$ cat src/efr_pkg.sv
// Package for the escaped frame receiver: register codes, reset values,
// configuration struct and check-value helper functions. No dependencies.
package efr_pkg;

	localparam int CFG_IDX_W = 2;

	localparam logic [CFG_IDX_W-1:0] REG_CRC_POLY = 2'd0;
	localparam logic [CFG_IDX_W-1:0] REG_TRIG_ONE = 2'd1;
	localparam logic [CFG_IDX_W-1:0] REG_TRIG_TWO = 2'd2;

	localparam logic [7:0] CRC_POLY_RST = 8'd7;
	localparam logic [7:0] TRIG_ONE_RST = 8'd129;
	localparam logic [7:0] TRIG_TWO_RST = 8'd136;

	localparam logic RESULT_PAYLOAD = 1'b0;
	localparam logic RESULT_SUMMARY = 1'b1;

	localparam logic [6:0] HDR_BYTES = 7'd3;

	typedef logic [7:0][7:0] crc_tbl_t;

	typedef struct packed {
		logic [7:0] trig_one;
		logic [7:0] trig_two;
		crc_tbl_t   tbl;
	} cfg_t;

	// Column i: eight shift steps applied to a value holding only bit i.
	function automatic crc_tbl_t crc_tbl_calc(input logic [7:0] poly);
		crc_tbl_t t;
		logic [7:0] v;
		for (int i = 0; i < 8; i++) begin
			v = 8'(1 << i);
			for (int s = 0; s < 8; s++) begin
				v = v[7] ? ({v[6:0], 1'b0} ^ poly) : {v[6:0], 1'b0};
			end
			t[i] = v;
		end
		return t;
	endfunction

	function automatic logic [7:0] crc_shift8(input crc_tbl_t t, input logic [7:0] c);
		logic [7:0] r;
		r = '0;
		for (int i = 0; i < 8; i++) begin
			if (c[i]) r = r ^ t[i];
		end
		return r;
	endfunction

	function automatic logic [7:0] crc_byte(input crc_tbl_t t, input logic [7:0] c,
		input logic [7:0] b);
		logic [7:0] r;
		r = c;
		for (int k = 0; k < 8; k++) begin
			r = crc_shift8(t, {r[7:1], r[0] ^ b[7-k]});
		end
		return r;
	endfunction

endpackage

$ cat src/efr_in_if.sv
// Input channel: one wire byte per transfer.
// Depends on nothing.
interface efr_in_if;
	logic       valid;
	logic       ready;
	logic [7:0] wire_byte;
	logic       frame_start;

	modport source (output valid, output wire_byte, output frame_start, input ready);
	modport sink (input valid, input wire_byte, input frame_start, output ready);
endinterface

$ cat src/efr_out_if.sv
// Result channel: payload byte or end-of-frame summary per transfer.
// Depends on nothing.
interface efr_out_if;
	logic       valid;
	logic       ready;
	logic       result_kind;
	logic [7:0] payload_byte;
	logic [5:0] payload_index;
	logic [7:0] frame_marker;
	logic [5:0] payload_length;
	logic [4:0] sequence_number;
	logic [4:0] frame_type;
	logic [7:0] received_check;
	logic       check_ok;

	modport source (output valid, output result_kind, output payload_byte,
		output payload_index, output frame_marker, output payload_length,
		output sequence_number, output frame_type, output received_check,
		output check_ok, input ready);
	modport sink (input valid, input result_kind, input payload_byte,
		input payload_index, input frame_marker, input payload_length,
		input sequence_number, input frame_type, input received_check,
		input check_ok, output ready);
endinterface

$ cat src/efr_cfg_if.sv
// Configuration write channel: register index and data per transfer.
// Depends on nothing.
interface efr_cfg_if;
	logic       valid;
	logic       ready;
	logic [1:0] index;
	logic [7:0] data;

	modport source (output valid, output index, output data, input ready);
	modport sink (input valid, input index, input data, output ready);
endinterface

$ cat src/efr_cfg_regs.sv
// Configuration registers and the registered check-value column table.
// Depends on efr_pkg and efr_cfg_if.
module efr_cfg_regs
	import efr_pkg::*;
(
	input  logic      clk,
	input  logic      arst_n,
	efr_cfg_if.sink   cfg,
	output cfg_t      cfg_o
);

	logic [7:0] trig_one_q;
	logic [7:0] trig_two_q;
	crc_tbl_t   tbl_q;

	assign cfg.ready = 1'b1;

	// table follows the polynomial write at the same edge
	always_ff @(posedge clk or negedge arst_n) begin
		if (!arst_n) begin
			trig_one_q <= TRIG_ONE_RST;
			trig_two_q <= TRIG_TWO_RST;
			tbl_q      <= crc_tbl_calc(CRC_POLY_RST);
		end else begin
			if (cfg.valid) begin
				case (cfg.index)
					REG_CRC_POLY: tbl_q      <= crc_tbl_calc(cfg.data);
					REG_TRIG_ONE: trig_one_q <= cfg.data;
					REG_TRIG_TWO: trig_two_q <= cfg.data;
					default: ;
				endcase
			end
		end
	end

	assign cfg_o.trig_one = trig_one_q;
	assign cfg_o.trig_two = trig_two_q;
	assign cfg_o.tbl      = tbl_q;

endmodule

$ cat src/efr_frame_core.sv
// Frame parser: input register, frame state, check update and result register.
// Depends on efr_pkg, efr_in_if and efr_out_if.
module efr_frame_core
	import efr_pkg::*;
(
	input  logic      clk,
	input  logic      arst_n,
	input  cfg_t      cfg_i,
	efr_in_if.sink    in_ch,
	efr_out_if.source out_ch
);

	logic       valid_s1;
	logic [7:0] byte_s1;
	logic       start_s1;

	logic       drop_q, active_q;
	logic [6:0] pos_q;
	logic [7:0] marker_q, hdr1_q, hdr2_q, crc_q;

	logic       out_valid_q;
	logic       kind_q, ok_q;
	logic [7:0] pbyte_q, rcheck_q;
	logic [5:0] pidx_q;

	logic       advance;
	logic       proceed;
	logic [6:0] pos_b;
	logic [7:0] crc_b, crc_upd;
	logic [5:0] len;
	logic       in_payload;

	logic       drop_n, active_n;
	logic [6:0] pos_n;
	logic [7:0] marker_n, hdr1_n, hdr2_n, crc_n;
	logic       emit, kind_n;

	assign advance     = valid_s1 && (!out_valid_q || out_ch.ready);
	assign in_ch.ready = !valid_s1 || advance;

	assign proceed    = start_s1 || (active_q && !drop_q);
	assign pos_b      = start_s1 ? 7'd0 : pos_q;
	assign crc_b      = start_s1 ? 8'd0 : crc_q;
	assign crc_upd    = crc_byte(cfg_i.tbl, crc_b, byte_s1);
	assign len        = hdr1_q[7:2];
	assign in_payload = pos_b < (HDR_BYTES + {1'b0, len});

	always_comb begin
		drop_n   = drop_q;
		active_n = active_q;
		pos_n    = pos_b;
		crc_n    = crc_b;
		marker_n = marker_q;
		hdr1_n   = hdr1_q;
		hdr2_n   = hdr2_q;
		emit     = 1'b0;
		kind_n   = RESULT_PAYLOAD;
		if (start_s1) begin
			active_n = 1'b1;
			drop_n   = 1'b0;
		end else if (active_q && drop_q) begin
			drop_n = 1'b0;
		end
		if (proceed) begin
			if (byte_s1 == cfg_i.trig_one || byte_s1 == cfg_i.trig_two) drop_n = 1'b1;
			case (pos_b)
				7'd0: begin
					marker_n = byte_s1;
					pos_n    = 7'd1;
				end
				7'd1: begin
					hdr1_n = byte_s1;
					crc_n  = crc_upd;
					pos_n  = 7'd2;
				end
				7'd2: begin
					hdr2_n = byte_s1;
					crc_n  = crc_upd;
					pos_n  = 7'd3;
				end
				default: begin
					emit = 1'b1;
					if (in_payload) begin
						crc_n = crc_upd;
						pos_n = pos_b + 7'd1;
					end else begin
						kind_n   = RESULT_SUMMARY;
						active_n = 1'b0;
						drop_n   = 1'b0;
					end
				end
			endcase
		end
	end

	always_ff @(posedge clk or negedge arst_n) begin
		if (!arst_n) begin
			valid_s1    <= 1'b0;
			out_valid_q <= 1'b0;
			drop_q      <= 1'b0;
			active_q    <= 1'b0;
			pos_q       <= '0;
			marker_q    <= '0;
			hdr1_q      <= '0;
			hdr2_q      <= '0;
			crc_q       <= '0;
		end else begin
			if (in_ch.ready) valid_s1 <= in_ch.valid;
			if (advance) begin
				out_valid_q <= emit;
				drop_q      <= drop_n;
				active_q    <= active_n;
				pos_q       <= pos_n;
				marker_q    <= marker_n;
				hdr1_q      <= hdr1_n;
				hdr2_q      <= hdr2_n;
				crc_q       <= crc_n;
			end else if (out_ch.ready) begin
				out_valid_q <= 1'b0;
			end
		end
	end

	always_ff @(posedge clk) begin
		if (in_ch.ready) begin
			byte_s1  <= in_ch.wire_byte;
			start_s1 <= in_ch.frame_start;
		end
		if (advance && emit) begin
			kind_q   <= kind_n;
			pbyte_q  <= (kind_n == RESULT_PAYLOAD) ? byte_s1 : 8'd0;
			pidx_q   <= (kind_n == RESULT_PAYLOAD) ? 6'(pos_b - HDR_BYTES) : 6'd0;
			rcheck_q <= (kind_n == RESULT_SUMMARY) ? byte_s1 : 8'd0;
			ok_q     <= (kind_n == RESULT_SUMMARY) && (crc_b == byte_s1);
		end
	end

	assign out_ch.valid           = out_valid_q;
	assign out_ch.result_kind     = kind_q;
	assign out_ch.payload_byte    = pbyte_q;
	assign out_ch.payload_index   = pidx_q;
	assign out_ch.frame_marker    = marker_q;
	assign out_ch.payload_length  = hdr1_q[7:2];
	assign out_ch.sequence_number = {hdr1_q[1:0], hdr2_q[7:5]};
	assign out_ch.frame_type      = hdr2_q[4:0];
	assign out_ch.received_check  = rcheck_q;
	assign out_ch.check_ok        = ok_q;

endmodule

$ cat src/escaped_frame_receiver_crc8_top.sv
// Escaped frame receiver with 8-bit running check: top level.
// The earliest result transfer follows an input transfer through the input reg, then the result reg.
// Throughput: one wire byte per cycle, set by the single-byte check update between stages.
// A result not taken holds the processing stage; one more byte waits in the input register.
// Reset (arst_n, asynchronous, active low) clears frame state and loads register defaults.
// Depends on efr_pkg, the channel interfaces, efr_cfg_regs and efr_frame_core.
module escaped_frame_receiver_crc8_top
	import efr_pkg::*;
(
	input  logic      clk,
	input  logic      arst_n,
	efr_cfg_if.sink   cfg,
	efr_in_if.sink    in_ch,
	efr_out_if.source out_ch
);

	cfg_t cfg_w;

	efr_cfg_regs u_cfg_regs (
		.clk    (clk),
		.arst_n (arst_n),
		.cfg    (cfg),
		.cfg_o  (cfg_w)
	);

	efr_frame_core u_frame_core (
		.clk    (clk),
		.arst_n (arst_n),
		.cfg_i  (cfg_w),
		.in_ch  (in_ch),
		.out_ch (out_ch)
	);

	a_summary_clean: assert property (@(posedge clk) disable iff (!arst_n)
		(out_ch.valid && out_ch.result_kind == RESULT_SUMMARY)
		|-> (out_ch.payload_byte == 8'd0 && out_ch.payload_index == 6'd0))
		else $error("summary carries payload fields");

	a_payload_clean: assert property (@(posedge clk) disable iff (!arst_n)
		(out_ch.valid && out_ch.result_kind == RESULT_PAYLOAD)
		|-> (out_ch.received_check == 8'd0 && !out_ch.check_ok))
		else $error("payload result carries check fields");

	a_index_range: assert property (@(posedge clk) disable iff (!arst_n)
		(out_ch.valid && out_ch.result_kind == RESULT_PAYLOAD)
		|-> (out_ch.payload_index < out_ch.payload_length))
		else $error("payload index beyond header length");

endmodule
$ cat src/flat_wrapper.sv
// flat-port wrapper written by rule: the top's interface ports become plain ports
module escaped_frame_receiver_crc8_top_flat import efr_pkg::*;
  (clk, arst_n, cfg_valid, cfg_index, cfg_data, cfg_ready, in_ch_valid, in_ch_wire_byte, in_ch_frame_start, in_ch_ready, out_ch_valid, out_ch_result_kind, out_ch_payload_byte, out_ch_payload_index, out_ch_frame_marker, out_ch_payload_length, out_ch_sequence_number, out_ch_frame_type, out_ch_received_check, out_ch_check_ok, out_ch_ready);
  efr_cfg_if cfg_i ();
  efr_in_if in_ch_i ();
  efr_out_if out_ch_i ();
  input  logic clk;
  input  logic arst_n;
  input wire logic [$bits(cfg_i.valid)-1:0] cfg_valid;
  input wire logic [$bits(cfg_i.index)-1:0] cfg_index;
  input wire logic [$bits(cfg_i.data)-1:0] cfg_data;
  output wire logic [$bits(cfg_i.ready)-1:0] cfg_ready;
  input wire logic [$bits(in_ch_i.valid)-1:0] in_ch_valid;
  input wire logic [$bits(in_ch_i.wire_byte)-1:0] in_ch_wire_byte;
  input wire logic [$bits(in_ch_i.frame_start)-1:0] in_ch_frame_start;
  output wire logic [$bits(in_ch_i.ready)-1:0] in_ch_ready;
  output wire logic [$bits(out_ch_i.valid)-1:0] out_ch_valid;
  output wire logic [$bits(out_ch_i.result_kind)-1:0] out_ch_result_kind;
  output wire logic [$bits(out_ch_i.payload_byte)-1:0] out_ch_payload_byte;
  output wire logic [$bits(out_ch_i.payload_index)-1:0] out_ch_payload_index;
  output wire logic [$bits(out_ch_i.frame_marker)-1:0] out_ch_frame_marker;
  output wire logic [$bits(out_ch_i.payload_length)-1:0] out_ch_payload_length;
  output wire logic [$bits(out_ch_i.sequence_number)-1:0] out_ch_sequence_number;
  output wire logic [$bits(out_ch_i.frame_type)-1:0] out_ch_frame_type;
  output wire logic [$bits(out_ch_i.received_check)-1:0] out_ch_received_check;
  output wire logic [$bits(out_ch_i.check_ok)-1:0] out_ch_check_ok;
  input wire logic [$bits(out_ch_i.ready)-1:0] out_ch_ready;
  assign cfg_i.valid = cfg_valid;
  assign cfg_i.index = cfg_index;
  assign cfg_i.data = cfg_data;
  assign cfg_ready = cfg_i.ready;
  assign in_ch_i.valid = in_ch_valid;
  assign in_ch_i.wire_byte = in_ch_wire_byte;
  assign in_ch_i.frame_start = in_ch_frame_start;
  assign in_ch_ready = in_ch_i.ready;
  assign out_ch_valid = out_ch_i.valid;
  assign out_ch_result_kind = out_ch_i.result_kind;
  assign out_ch_payload_byte = out_ch_i.payload_byte;
  assign out_ch_payload_index = out_ch_i.payload_index;
  assign out_ch_frame_marker = out_ch_i.frame_marker;
  assign out_ch_payload_length = out_ch_i.payload_length;
  assign out_ch_sequence_number = out_ch_i.sequence_number;
  assign out_ch_frame_type = out_ch_i.frame_type;
  assign out_ch_received_check = out_ch_i.received_check;
  assign out_ch_check_ok = out_ch_i.check_ok;
  assign out_ch_i.ready = out_ch_ready;
  escaped_frame_receiver_crc8_top u_core (.clk(clk), .arst_n(arst_n), .cfg(cfg_i), .in_ch(in_ch_i), .out_ch(out_ch_i));
endmodule
$ cat config.mk
export PLATFORM = sky130hd
export DESIGN_NAME = escaped_frame_receiver_crc8_top_flat
export DESIGN_NICKNAME = d
export VERILOG_FILES = /design/src/efr_pkg.sv /design/src/efr_in_if.sv /design/src/efr_out_if.sv /design/src/efr_cfg_if.sv /design/src/efr_cfg_regs.sv /design/src/efr_frame_core.sv /design/src/escaped_frame_receiver_crc8_top.sv /design/src/flat_wrapper.sv
export SDC_FILE = /design/constraint.sdc
export NUM_CORES = 1
export LEC_CHECK = 0
export BUFFER_PORTS_ARGS = -buffer_cell sky130_fd_sc_hd__buf_2
export CORE_MARGIN = 3
export CORE_UTILIZATION = 42
export DETAILED_ROUTE_END_ITERATION = 12
export GPL_TIMING_DRIVEN = 1
export PLACE_DENSITY = 0.72
export SYNTH_ARGS = -nofsm -noshare
export SYNTH_HDL_FRONTEND = slang
export SYNTH_HIERARCHICAL = 1
export SYNTH_SLANG_ARGS = --single-unit
export TNS_END_PERCENT = 20
$ cat constraint.sdc
create_clock -name clk -period 8.42 [get_ports clk]
set_clock_uncertainty 0.05 [all_clocks]
set_input_delay 0.421 -clock clk [delete_from_list [all_inputs] [get_ports clk]]
set_output_delay 0.421 -clock clk [all_outputs]
set_load 0.01 [all_outputs]
== Yosys cells after proc, flatten, opt, wreduce, memory -nomap -nowiden ==
Index checks and enable logic that the tools add are counted.

* Register bits after elaboration: 156
* Input bits: 24
* Logic and storage cells: 227

* Eq/ne operators: 7
* Reduce and logical (&&, ||, !) cells: 23
* Muxes and demuxes: 96
* Magnitude comparators: 1
* Bitwise gates (word level): 71
* Add/subtract/negate cells: 3

{| class="wikitable"
|+ Operators with widths
! cell !! number
|-
| two-way mux 8 bit || 74
|-
| XOR 8 bit || 63
|-
| equality test 8 bit || 3
|-
| two-way mux 7 bit || 3
|-
| one-hot mux 7 bit (3 select lines) || 1
|-
| two-way mux 1 bit || 17
|-
| one-hot mux 8 bit (2 select lines) || 1
|-
| AND reduction 3 bit || 3
|-
| XOR 1 bit || 8
|-
| adder 2 x 6 -> 7 bit, first input constant || 1
|-
| adder 7 x 1 -> 7 bit, second input constant || 1
|-
| equality test 7 x 1 -> 1 bit, second input constant || 1
|-
| equality test 7 x 2 -> 1 bit, second input constant || 1
|-
| zero test 7 bit || 1
|-
| less-than comparator 7 bit || 1
|-
| AND reduction 2 bit || 3
|-
| subtractor 6 x 2 -> 6 bit, second input constant || 1
|-
| logical AND 1 bit || 5
|-
| logical OR 1 bit || 4
|-
| zero test 1 bit || 3
|-
| OR reduction 3 bit || 1
|-
| equality test 2 x 1 -> 1 bit, second input constant || 1
|-
| equality test 2 bit, second input constant || 1
|-
| zero test 2 bit || 1
|-
| 2 further kinds || 2
|}

== Longest topological paths before layout ==
* Word-level depth: 132
* Mapped depth: 37

== By module ==
The synthesis kept the hierarchy.

{| class="wikitable"
|+ By module, submodules not included
! module !! times used !! cells an instance !! area each (um^2)
|-
| efr_frame_core || 1 || 1,453 || 12,428.2
|-
| efr_cfg_regs || 1 || 469 || 4,385.5
|}

== Worst setup path after synthesis ==
No wires, ideal clock.

* Path type: register to register
* Start: reg u_core.u_cfg_regs.tbl_q, in the netlist u_core/u_cfg_regs/cfg_o[55]
* End: reg u_core.u_frame_core.crc_q[3]
* Setup time: 126 ps
* Setup slack: -343 ps
* Arrival time: 8,587 ps
* Cell stages (with the launch flop): 35
* Required time: 8,244 ps
* Cell sequence: dfstp_2 > buf_4 > nand2_1 > xnor3_1 > xnor3_1 > and3_1 > buf_2 > o21ai_1 > xor2_1 > xor3_2 > xor3_2 > nand2_1 > xnor2_2 > xnor3_1 > xnor2_4 > nand2_1 > xnor3_1 > xnor3_1 > buf_6 > a211o_1 > a211o_1 > a211oi_2 > o21ai_1 > xnor2_1 > xnor3_1 > xnor3_2 > buf_4 > a211o_1 > a211oi_1 > o211a_1 > o21ai_1 > xnor2_1 > xnor3_1 > xnor3_1 > o21ai_1

* Longest elaborated chain between the ends: 104
* Elaborated cells on any way between the ends: 107

{| class="wikitable"
|+ Ends and longest elaborated chain
! what !! RTL line !! source
|-
| start, declared || efr_cfg_regs.sv:14 || <nowiki>crc_tbl_t tbl_q;</nowiki>
|-
| start signal, assigned || efr_cfg_regs.sv:23 || <nowiki>tbl_q <= crc_tbl_calc(CRC_POLY_RST);</nowiki>
|-
| start signal, assigned || efr_cfg_regs.sv:27 || <nowiki>REG_CRC_POLY: tbl_q <= crc_tbl_calc(cfg.data);</nowiki>
|-
| XOR 8 bit || efr_pkg.sv:46 || <nowiki>if (c[i]) r = r ^ t[i];</nowiki>
|-
| two-way mux 8 bit || efr_pkg.sv:46 ||
|-
| XOR 8 bit || efr_pkg.sv:46 ||
|-
| two-way mux 8 bit (2 in a row) || efr_pkg.sv:46 ||
|-
| XOR 1 bit || efr_pkg.sv:56 || <nowiki>r = crc_shift8(t, {r[7:1], r[0] ^ b[7-k]});</nowiki>
|-
| two-way mux 8 bit || efr_pkg.sv:46 ||
|-
| XOR 8 bit || efr_pkg.sv:46 ||
|-
| two-way mux 8 bit || efr_pkg.sv:46 ||
|-
| [... 87 more ...] || n/a ||
|-
| two-way mux 8 bit || efr_pkg.sv:46 ||
|-
| XOR 8 bit || efr_pkg.sv:46 ||
|-
| two-way mux 8 bit || efr_pkg.sv:46 ||
|-
| XOR 8 bit || efr_pkg.sv:46 ||
|-
| two-way mux 8 bit (*) || efr_pkg.sv:46 ||
|-
| two-way mux 8 bit || efr_frame_core.sv:83 || <nowiki>if (in_payload) begin</nowiki>
|-
| one-hot mux 8 bit (2 select lines) (*) || efr_frame_core.sv:66 || <nowiki>case (pos_b)</nowiki>
|-
| two-way mux 8 bit (*) || efr_frame_core.sv:64 || <nowiki>if (proceed) begin</nowiki>
|-
| end signal, assigned || efr_frame_core.sv:117 || <nowiki>crc_q <= crc_n;</nowiki>
|-
| end, declared || efr_frame_core.sv:19 || <nowiki>logic [7:0] marker_q, hdr1_q, hdr2_q, crc_q;</nowiki>
|}

Mark *: on every way between the ends. The rest lies on a longest branch, timed or not.
A chain may end at the register's enable or synchronous reset.

== Worst setup path in the final report ==
* Start: reg u_core.u_cfg_regs.tbl_q, in the netlist u_core/u_cfg_regs/cfg_o[55]
* End: reg u_core.u_frame_core.crc_q[4]

Same word-level chain as after synthesis.

==> metrics.yaml <==
status: "complete, but fails checks"
violations: "setup timing"
slew-limit-headroom_pct: 25.44
seq_area_frac_synth_pct: 24.42
die_h_microns: 206.1
end_kind: "flop"
dr.pass1.iters: 6
place_hpwl_microns: 49100
drive_gt1_share_pct: 24.79
core_sq_um: 39100
crit_path_frequent_cell: "xnor3_1"
syn_inst: 1922
cts_made_buffers: 17
grt_max_degree: 105
clk_pin_slew_worst_paths_ns: 0.06
finalHoldViolations: 0
whs_ns: 0.001815
antenna_found_initial: 1
slowest_delay_ns: 0.54
grt_pass1_wl_microns: 98990
via_count: 15970
dieArea_sq_um: 42470
fin_nets: 2164
fin_crit_ns: 9.659
synth_edf_count: 33
synth-seq-cells: 156
max_freq_mhz: 103.5
grt_overflow: 0
syn_area_sq_um: 16810
start_util_pct: 43.00
ys.flop_type: "dfrtp_1"
syn_to_final_growth_pct: 19.07
track_usage_pct: 31.74
wl_per_cell_microns: 25.65
ant_nets: 0
drt_iter0_markers: 2031
worst_path_max_delay_cell: "dfstp_2"
ctsRootBufferMaster: "clkbuf_16"
setup_viol: 8
synth_nets: 1957
ys_warn_count: 6
setup_slack_ns: -1.239
rsz0062_at_grt: "yes"
synth_cell_type_count: 89
tightest_slew_ns: 1.117
fillers: 3717
cp-start-kind: "flop"
worstPathMaxFanout: 8
gp_congestion: 0.9967
io_buffers: 73
drc_errors: 0
drt-total-wl_microns: 68320
cts_max_path_buffers: 2
io_pins: 75
grt_pass1_vias: 15240
period_share_pct: 114.7
rows: 72
syn_area_per_cell_sq_um: 8.748
vias_per_cell: 5.994
slew_viol_final: 0
hold_path.class: "primary input to asynchronous set/reset pin"
cts_tree: "done"
worstPathArrival_ns: 9.90
clock_latency_ns: 0.43
cap_violations: 0
ys_async_sr_fraction_pct: 78.85
die_x_microns: 206.1
cts_max_level: 4
required_ns: 8.66
worstSetupPathType: "flop to flop"
cts.sinks: 156
## per-layer routing
metal | routed length, microns | vias up | global-route usage, % | share of wire, %
met4 | 4727 | 0 | 18.11 | 6.9
met5 | 0 | - | 0 | 0
li1 | - | 7018 | - | -
met2 | 29000 | 961 | 47.59 | 42
met3 | 7208 | 247 | 8.301 | 11
met1 | 27390 | 7742 | 41.50 | 40
## Yosys cell counts, types with 5 or more instances
master	instances	share of area, %
nor2b_1	28	1.0
inv_1	57	1.3
buf_4	20	0.89
xor3_2	5	0.74
ha_1	11	0.82
nand3_1	23	0.68
o22ai_1	5	0.19
a21oi_1	22	0.65
o211a_1	42	2.5
buf_6	5	0.33
o21ai_0	83	2.5
xnor2_2	10	0.97
nand3b_1	6	0.27
dfstp_2	30	4.7
a211o_1	39	2.0
xnor3_1	86	12
mux2_2	34	2.3
nor3b_1	5	0.22
mux2i_1	34	2.0
a22o_1	5	0.26
a31oi_1	5	0.19
nor2_1	81	1.8
buf_1	5	0.11
xor2_2	5	0.48
o21a_1	7	0.31
nor3_1	5	0.15
a211oi_1	55	2.5
a211oi_2	9	0.67
xnor2_1	157	8.2
buf_2	43	1.3
xor2_1	90	4.7
nand2b_1	18	0.67
and2_1	11	0.41
dfrtp_1	93	14
edfxtp_1	33	5.9
xor3_1	9	1.3
o21ai_1	44	1.3
clkbuf_1	65	1.5
nand2_1	485	11
or2_1	11	0.41
o211ai_1	52	2.3
## critical path: cells and delay by family, from the launching register on
kind / cells / cell delay (ns)
buf+inv: 4 / 0.68
xor+xnor: 15 / 5.19
mux: 1 / 0.22
compound gates: 10 / 2.29
flops: 1 / 0.54
simple gates: 3 / 0.53
## area by class of cell
type                            instances  area, sq um  share of cell area, %
Tap cell                              518        648.1                  3.237
Timing Repair Buffer                  327         2350                  11.74
Clock inverter                          5        78.83                 0.3937
Antenna cell                            4        10.01                0.05000
Sequential cell                       156         4116                  20.56
Clock buffer                           27        536.8                  2.681
Inverter                               58        217.7                  1.087
Multi-Input combinational cell       1569        12060                  60.25
## path summary, 6_finish.rpt
kind	from	to	slack, ns	cells after the start
min in group clk	in_ch_wire_byte[0]	u_core/u_frame_core/byte_s1[0]	0.12	1
max in group asynchronous	arst_n	u_core/u_frame_core/crc_q[5]	6.78	2
worst min register to register	u_core/u_frame_core/hdr2_q[5]	u_core/u_frame_core/hdr2_q[5]	0.44	2
worst min-delay path	arst_n	u_core/u_cfg_regs/trig_two_q[2]	0.002	1
worst max register to register	u_core/u_cfg_regs/cfg_o[55]	u_core/u_frame_core/crc_q[4]	-1.24	33
worst max-delay path	u_core/u_cfg_regs/cfg_o[55]	u_core/u_frame_core/crc_q[4]	-1.24	33
## sequential cells by signal (all words and copies together), names as in the netlist, 6 cells and up
name,count
u_core/u_cfg_regs/cfg_o,64
u_core/u_frame_core/out_ch.payload_byte,8
u_core/u_cfg_regs/trig_two_q,8
u_core/u_frame_core/pos_q,7
u_core/u_frame_core/hdr2_q,8
u_core/u_frame_core/hdr1_q,8
u_core/u_frame_core/out_ch.frame_marker,8
u_core/u_cfg_regs/trig_one_q,8
u_core/u_frame_core/out_ch.payload_index,6
u_core/u_frame_core/out_ch.received_check,8
u_core/u_frame_core/byte_s1,8
u_core/u_frame_core/crc_q,8
## stage by stage
stage          setup WS (ns)  std cells  instance area [sq um]  util [%]  setup TNS (ns)
3_5_place_dp          -1.321       2616                  19140     48.95          -9.487
5_1_grt               -1.510       2660                  20010     51.18          -11.53
2_1_floorplan       -0.02791       1922                  16950         -        -0.07528
4_1_cts               -1.027       2652                  19880     50.84          -7.703
6_report              -1.239       2664                  20020     51.21          -9.227
3_3_place_gp          -1.210       2616                  19140     48.95          -8.758
## cell families (layout without fill, tap and decap cells)
family | after synthesis | in the layout | synth area share (%)
xor gates and xnor gates | 367 | 368 | 28.61
and+or+nand+nor | 713 | 713 | 18.49
DFF | 156 | 156 | 24.42
muxes | 70 | 70 | 4.458
buffers and inverters | 198 | 417 | 5.425
other | 1 | 5 | 0.02230
AOI/OAI and AO/OA | 406 | 406 | 17.76
adders and majority gates | 11 | 11 | 0.8186
## placed cells by master (no fill, tap or decap), drive strengths merged, types with 5 or more instances in the layout
master / n
a211o: 39
a211oi: 67
a21oi: 23
a22o: 5
a31oi: 5
and2: 11
and3: 5
buf: 327
clkbuf: 27
dfrtp: 93
dfstp: 30
edfxtp: 33
ha: 11
inv: 58
mux2: 36
mux2i: 34
nand2: 487
nand2b: 18
nand3: 23
nand3b: 6
nor2: 83
nor2b: 28
nor3: 5
nor3b: 5
o211a: 46
o211ai: 55
o21a: 7
o21ai: 129
o22ai: 5
or2: 15
xnor2: 168
xnor3: 90
xor2: 96
xor3: 14
## what timing repair did
action / 4_1_cts / 5_1_grt
setup buffers: 4 / 7
pin swaps: 4 / 3
setup endpoints to repair: 8 / 8
gates cloned: 0 / 1
gates resized for setup: 22 / 11
hold buffers: 0 / 0
Power is not shown: default switching activity piles up to over one toggle a cycle in this logic, so the estimate is an artifact.
